$ cat src/design/lcdms_pkg.sv
// ----------------------------------------------------------------------------
// lcdms_pkg: shared types and codes for the LCD line/mode sequencer
// Mode codes, config index codes, state, configuration and interrupt records.
// ----------------------------------------------------------------------------
package lcdms_pkg;

    localparam logic [1:0] MODE_HBL  = 2'd0;
    localparam logic [1:0] MODE_VBL  = 2'd1;
    localparam logic [1:0] MODE_SCAN = 2'd2;
    localparam logic [1:0] MODE_DRAW = 2'd3;

    localparam logic [1:0] CFG_LINE_COMPARE   = 2'd0;
    localparam logic [1:0] CFG_MATCH_IRQ_EN   = 2'd1;
    localparam logic [1:0] CFG_VBLANK_IRQ_EN  = 2'd2;

    typedef struct packed {
        logic [1:0]  mode;
        logic [7:0]  line;
        logic [8:0]  dot;
        logic        match;
        logic [31:0] frames;
    } t_state;

    typedef struct packed {
        logic [7:0] line_compare;
        logic       match_irq_en;
        logic       vblank_irq_en;
    } t_cfg;

    typedef struct packed {
        logic vblank_irq;
        logic status_irq;
    } t_irq;

endpackage

$ cat src/design/lcdms_step.sv
// ----------------------------------------------------------------------------
// lcdms_step: next-state logic for one dot tick
// Dot count, mode steps, line end, vblank entry, wrap and line compare.
// ----------------------------------------------------------------------------
module lcdms_step #(
    parameter int DOTS_PER_LINE = 456,
    parameter int VISIBLE_LINES = 144,
    parameter int TOTAL_LINES   = 154,
    parameter int SCAN_DOTS     = 80,
    parameter int TRANSFER_DOTS = 172
) (
    input  lcdms_pkg::t_state i_state,
    input  lcdms_pkg::t_cfg   i_cfg,
    input  logic              i_advance,
    output lcdms_pkg::t_state o_state,
    output lcdms_pkg::t_irq   o_irq
);

    localparam int XFER_END = SCAN_DOTS + TRANSFER_DOTS;

    logic [8:0] dot_inc;
    logic [7:0] line_inc;
    logic       line_end;

    assign dot_inc  = i_state.dot + 9'd1;
    assign line_inc = i_state.line + 8'd1;
    assign line_end = ({1'b0, dot_inc} >= 10'(DOTS_PER_LINE));

    always_comb begin
        o_state = i_state;
        o_irq   = '0;
        if (i_advance) begin
            o_state.dot = dot_inc;
            if (line_end) begin
                o_state.dot  = '0;
                o_state.line = line_inc;
                if (i_state.mode == lcdms_pkg::MODE_VBL) begin
                    if ({1'b0, line_inc} >= 9'(TOTAL_LINES)) begin
                        o_state.line = '0;
                        o_state.mode = lcdms_pkg::MODE_SCAN;
                    end
                end else if ({1'b0, line_inc} >= 9'(VISIBLE_LINES)) begin
                    o_irq.vblank_irq = 1'b1;
                    o_irq.status_irq = i_cfg.vblank_irq_en;
                    o_state.frames   = i_state.frames + 32'd1;
                    o_state.mode     = lcdms_pkg::MODE_VBL;
                end else begin
                    o_state.mode = lcdms_pkg::MODE_SCAN;
                end
                // compare uses the line after the wrap, so line 0 is seen too
                o_state.match = (o_state.line == i_cfg.line_compare);
                if (o_state.match && i_cfg.match_irq_en) begin
                    o_irq.status_irq = 1'b1;
                end
            end else if (i_state.mode == lcdms_pkg::MODE_SCAN) begin
                if ({1'b0, dot_inc} >= 10'(SCAN_DOTS)) begin
                    o_state.mode = lcdms_pkg::MODE_DRAW;
                end
            end else if (i_state.mode == lcdms_pkg::MODE_DRAW) begin
                if ({1'b0, dot_inc} >= 10'(XFER_END)) begin
                    o_state.mode = lcdms_pkg::MODE_HBL;
                end
            end
        end
    end

endmodule

$ cat src/design/lcd_line_mode_sequencer_unit.sv
// ----------------------------------------------------------------------------
// lcd_line_mode_sequencer_unit: LCD dot/line/mode timing sequencer
// One dot tick per input transaction with i_advance set (none when it is low); one status result per transaction.
// ----------------------------------------------------------------------------
// Result valid in the output register the cycle after input acceptance.
// Throughput: 1 transaction per cycle unless a held result stalls input; state
//   updates at acceptance via one combinational step, state to result register.
// Reset (synchronous, active low): dot 0, line 0, object scan mode, match 0,
//   frame count 0, all configuration registers 0, no result pending.
module lcd_line_mode_sequencer_unit #(
    parameter int DOTS_PER_LINE = 456,
    parameter int VISIBLE_LINES = 144,
    parameter int TOTAL_LINES   = 154,
    parameter int SCAN_DOTS     = 80,
    parameter int TRANSFER_DOTS = 172
) (
    input  logic        i_clk,
    input  logic        i_rst_n,
    input  logic        i_cfg_we,
    input  logic [1:0]  i_cfg_index,
    input  logic [7:0]  i_cfg_data,
    input  logic        i_in_valid,
    output logic        o_in_ready,
    input  logic        i_advance,
    output logic        o_out_valid,
    input  logic        i_out_ready,
    output logic [1:0]  o_mode,
    output logic [7:0]  o_line,
    output logic [8:0]  o_dot,
    output logic        o_line_match,
    output logic        o_vblank_irq,
    output logic        o_status_irq,
    output logic [31:0] o_frames
);

    lcdms_pkg::t_cfg   r_cfg;
    lcdms_pkg::t_state r_state;
    lcdms_pkg::t_state n_state;
    lcdms_pkg::t_irq   n_irq;
    lcdms_pkg::t_state r_res;
    lcdms_pkg::t_irq   r_res_irq;
    logic              r_out_valid;
    logic              in_accept;

    assign o_in_ready = !r_out_valid || i_out_ready;
    assign in_accept  = i_in_valid && o_in_ready;

    always_ff @(posedge i_clk) begin
        if (!i_rst_n) begin
            r_cfg <= '0;
        end else if (i_cfg_we) begin
            unique case (i_cfg_index)
                lcdms_pkg::CFG_LINE_COMPARE:  r_cfg.line_compare  <= i_cfg_data;
                lcdms_pkg::CFG_MATCH_IRQ_EN:  r_cfg.match_irq_en  <= i_cfg_data[0];
                lcdms_pkg::CFG_VBLANK_IRQ_EN: r_cfg.vblank_irq_en <= i_cfg_data[0];
                default: ;
            endcase
        end
    end

    lcdms_step #(
        .DOTS_PER_LINE (DOTS_PER_LINE),
        .VISIBLE_LINES (VISIBLE_LINES),
        .TOTAL_LINES   (TOTAL_LINES),
        .SCAN_DOTS     (SCAN_DOTS),
        .TRANSFER_DOTS (TRANSFER_DOTS)
    ) u_step (
        .i_state   (r_state),
        .i_cfg     (r_cfg),
        .i_advance (i_advance),
        .o_state   (n_state),
        .o_irq     (n_irq)
    );

    always_ff @(posedge i_clk) begin
        if (!i_rst_n) begin
            r_state     <= '{mode: lcdms_pkg::MODE_SCAN, line: '0, dot: '0,
                             match: 1'b0, frames: '0};
            r_out_valid <= 1'b0;
        end else begin
            if (in_accept) begin
                r_state     <= n_state;
                r_out_valid <= 1'b1;
            end else if (i_out_ready) begin
                r_out_valid <= 1'b0;
            end
        end
    end

    // result payload, loaded with the post-update state
    always_ff @(posedge i_clk) begin
        if (in_accept) begin
            r_res     <= n_state;
            r_res_irq <= n_irq;
        end
    end

    assign o_out_valid  = r_out_valid;
    assign o_mode       = r_res.mode;
    assign o_line       = r_res.line;
    assign o_dot        = r_res.dot;
    assign o_line_match = r_res.match;
    assign o_vblank_irq = r_res_irq.vblank_irq;
    assign o_status_irq = r_res_irq.status_irq;
    assign o_frames     = r_res.frames;

    a_vblank_mode: assert property (@(posedge i_clk) disable iff (!i_rst_n)
        (o_out_valid && o_vblank_irq) |-> (o_mode == lcdms_pkg::MODE_VBL))
        else $error("vblank pulse outside vblank mode");

    a_vblank_line: assert property (@(posedge i_clk) disable iff (!i_rst_n)
        (o_out_valid && o_vblank_irq) |-> (o_line == 8'(VISIBLE_LINES) && o_dot == 9'd0))
        else $error("vblank pulse not at first vblank line start");

    a_status_src: assert property (@(posedge i_clk) disable iff (!i_rst_n)
        (o_out_valid && o_status_irq && !o_vblank_irq) |-> o_line_match)
        else $error("status pulse without a source");

    a_dot_range: assert property (@(posedge i_clk) disable iff (!i_rst_n)
        o_out_valid |-> ({1'b0, o_dot} < 10'(DOTS_PER_LINE)))
        else $error("dot beyond line length");

    a_frame_step: assert property (@(posedge i_clk) disable iff (!i_rst_n)
        (in_accept && !n_irq.vblank_irq) |=> $stable(r_state.frames))
        else $error("frame count moved without vblank entry");

endmodule

$ cat config.mk
export PLATFORM = sky130hd
export DESIGN_NAME = lcd_line_mode_sequencer_unit
export DESIGN_NICKNAME = d
export VERILOG_FILES = /design/src/design/lcdms_pkg.sv /design/src/design/lcdms_step.sv /design/src/design/lcd_line_mode_sequencer_unit.sv
export SDC_FILE = /design/constraint.sdc
export NUM_CORES = 1
export LEC_CHECK = 0
export ABC_CLOCK_PERIOD_IN_PS = 3000
export BUFFER_PORTS_ARGS = -buffer_cell sky130_fd_sc_hd__buf_4
export CORE_MARGIN = 5
export CORE_UTILIZATION = 30
export DETAILED_ROUTE_END_ITERATION = 12
export SYNTH_ARGS = -nofsm -noshare
export SYNTH_HDL_FRONTEND = slang
export SYNTH_SLANG_ARGS = --single-unit
$ cat constraint.sdc
create_clock -name i_clk -period 3 [get_ports i_clk]
set_input_delay 0.15 -clock i_clk [delete_from_list [all_inputs] [get_ports i_clk]]
set_output_delay 0.15 -clock i_clk [all_outputs]
set_load 0.05 [all_outputs]
==> flow_summary_export.csv <==
group,metric,value,unit
status,status,"finished clean",
place,gp_congestion,0.8949,
layout,layout-drive-gt1-share,20.66,%
place,hpwl,10690,µm
critical_path,crit_path_start_kind,"flip-flop",
synth,avgSynthCellArea,9.437,µm²
sta,skew,0.01236,ns
clocking,clk_latency,0.42,ns
grt,grt_max_degree,39,
clocking,clock-root-buffer,"clkbuf_16",
place,portBuffers,71,
critical_path,rrSetupSlack,0.24,ns
critical_path,worst_r2r_path_depth,7,
synth,synth_cell_types,62,
route,routed_wl,15510,µm
critical_path,cp-end-kind,"flip-flop",
route,wl_per_cell,15.20,µm
pwr,ir_drop,0.3808,mV
sta,tightest_slew,0.5893,ns
grt,grt_usage,13.92,%
critical_path,critPathArrivalTime,3.02,ns
pwr,power.density,568.2,nW/µm²
floorplan,die_area,22940,µm²
floorplan,dieHeight,151.4,µm
sta,max_freq,361.9,MHz
sta,slew_headroom,60.67,%
clocking,cts_max_path_buffers,2,
sta,fin_crit,2.763,ns
floorplan,initial_utilization,30.64,%
clocking,postCtsSetupBuffers,0,
pwr,p_leak,2.810,nW
critical_path,worstPathMaxFanout,7,
clocking,htreeDepth,4,
worst_hold_path,hold_end,"o_out_valid",
synth,synth-edff-count,54,
floorplan,num_rows,51,
layout,antenna_cells,0,
synth,syn-num-nets,656,
floorplan,die_w,151.4,µm
sta,drv_slew,0,
sta,hold_viol,0,
layout,areaGrowthSynthToFinish,29.14,%
critical_path,reg2reg_to,"o_status_irq",
clocking,numCtsBuffers,17,
clocking,cts_tree,"yes",
synth,synth_top_cell_area_share,27.02,%
grt,overflow,0,
worst_hold_path,worstHoldPathType,"primary input to flip-flop",
clocking,cts.reportedPaths.clkPinSlew,0.06,ns
synth,synth_warnings,0,
critical_path,r2r_start,"r_state[42]",
route,via_count,5112,
synth,ys_ff_latch,117,
synth,synth.area.top_cells,"edfxtp_1 (27%), dfxtp_1 (21%), xnor2_1 (5.3%), nor2_1 (3.7%), o21ai_0 (3.5%)",
route,drt_iter0_drc,426,
floorplan,core,19590,µm²
route,dr.pass1.iters,5,
synth,syn_inst,636,
route,remaining_drc_errors,0,
critical_path,critPathRequiredTime,3.25,ns
synth,netlist_area,6002,µm²
sta,tns,0,ns
grt,grt_pass1_wl,24900,µm
synth,synth_most_common_cell,"dfxtp_1",
synth,async_flop_share,0,%
route,postRouteAntennaNets,0,
grt,grt_pass1_vias,4780,
worst_hold_path,hold_path.startpoint,"i_out_ready",
synth,synth-seq-area-share,48.03,%
sta,rsz0062_at_grt,"false",
worst_hold_path,min_delay_path_depth,3,
pwr,power,0.004404,W
clocking,cts_sinks,117,
sta,min_period_over_period,92.10,%
synth,synth_commonest_cells,"dfxtp_1 (63), nor2_1 (59), edfxtp_1 (54), nand2_1 (53), o21ai_0 (42)",
synth,synth.largest_area_cell,"edfxtp_1",
layout,nNetsFinal,763,
grt,antenna_found_initial,0,
critical_path,critPathKind,"flip-flop to flip-flop",
sta,setup_viol,0,
route,via_per_inst,5.012,
floorplan,io_pins,72,
synth,synth_ff_type,"dfxtp_1",
run,drv_cap,0,
==> layout make-up <==
type,instances,area [µm²]
fill,1936,11840
sequential,117,2884
timing repair buffer,117,913.4
multi-input combinational,469,2929
clock buffer,19,432.9
inverter,21,78.83
tap,265,331.6
clock inverter,12,181.4
==> metrics by stage <==
stage	area [µm²]	utilization, %	setup WS [ns]	hold WS [ns]	instances
6_report	7751	39.57	0.2371	0.06529	1020
5_1_grt	7751	39.57	0.03735	0.05764	1020
4_1_cts	7742	39.52	0.1746	0.03074	1020
3_5_place_dp	7038	35.93	0.1747	0.3860	980
3_3_place_gp	7038	35.93	0.2277	0.3765	980
2_1_floorplan	6003	-	0.1536	0.2795	636
==> worst max-delay path: stages (launching register included) <==
cell       delay (ns)
dfxtp_1          0.43
and4_1           0.30
mux2i_1          0.30
or4b_2           0.69
and4_1           0.23
a211oi_1         0.21
o2111ai_1        0.21
o31ai_1          0.23
==> power by group <==
group          total [W]  internal, W  leakage (nW)  switching, W
Sequential       0.00177      0.00174          1.05     0.0000388
Combinational   0.000494     0.000164          1.47      0.000330
Clock            0.00214      0.00139         0.286      0.000749
==> worst max path at each step <==
stage | cells after the start | slack (ns) | endpoint | start
5_1_grt | 9 | 0.04 | r_state[8] | r_state[42]
2_1_floorplan | 9 | 0.15 | o_frames[16] | r_state[33]
6_report | 7 | 0.24 | o_status_irq | r_state[42]
4_1_cts | 9 | 0.17 | o_line_match | r_state[43]
3_5_place_dp | 9 | 0.17 | o_line_match | r_state[43]
3_3_place_gp | 9 | 0.23 | o_mode[1] | r_state[43]
==> cell families (layout without fill, tap and decap cells) <==
family                     Yosys count  after routing  share of synthesized area [%]
DFF                                117            117                          48.03
AOI/OAI and AO/OA                  144            144                          15.70
xor gates and xnor gates            52             52                          7.588
and+or+nand+nor                    256            256                          22.33
buffers and inverters               50            169                          3.294
adders and majority gates            4              4                         0.8339
muxes                               13             13                          2.231
==> cell usage in the layout, fill, tap and decap left out, drive strengths merged, types with 19 or more instances in the layout <==
master	Yosys	final
a21oi	33	33
clkbuf	18	19
buf	11	108
nor3	23	23
nor2	59	59
dfxtp	63	63
xnor2	36	36
inv	20	21
nand2	53	53
edfxtp	54	54
nand3	27	27
o21ai	42	42
==> flip-flops by register name (all words and copies together) (netlist names) <==
| signal | cells |
|---|---|
| o_line_match | 1 |
| o_vblank_irq | 1 |
| o_status_irq | 1 |
| r_cfg | 10 |
| o_out_valid | 1 |
| r_state | 52 |
| o_dot | 9 |
| o_frames | 32 |
| o_line | 8 |
| o_mode | 2 |
==> repair_timing <==
item	in CTS	in global routing
endpoints found under the hold margin	11	0
hold buffers	9	0
endpoints found under the setup margin	0	4
resized for setup	0	4
==> per-layer routing <==
layer / vias up / global-route usage (%) / routed length [µm]
met4: 0 / 5.168 / 247
li1: 2565 / - / -
met5: - / 0 / 0
met2: 168 / 21.07 / 6844
met3: 21 / 3.411 / 976
met1: 2358 / 19.21 / 7439
No activity file was read; power rests on OpenSTA's default activity.
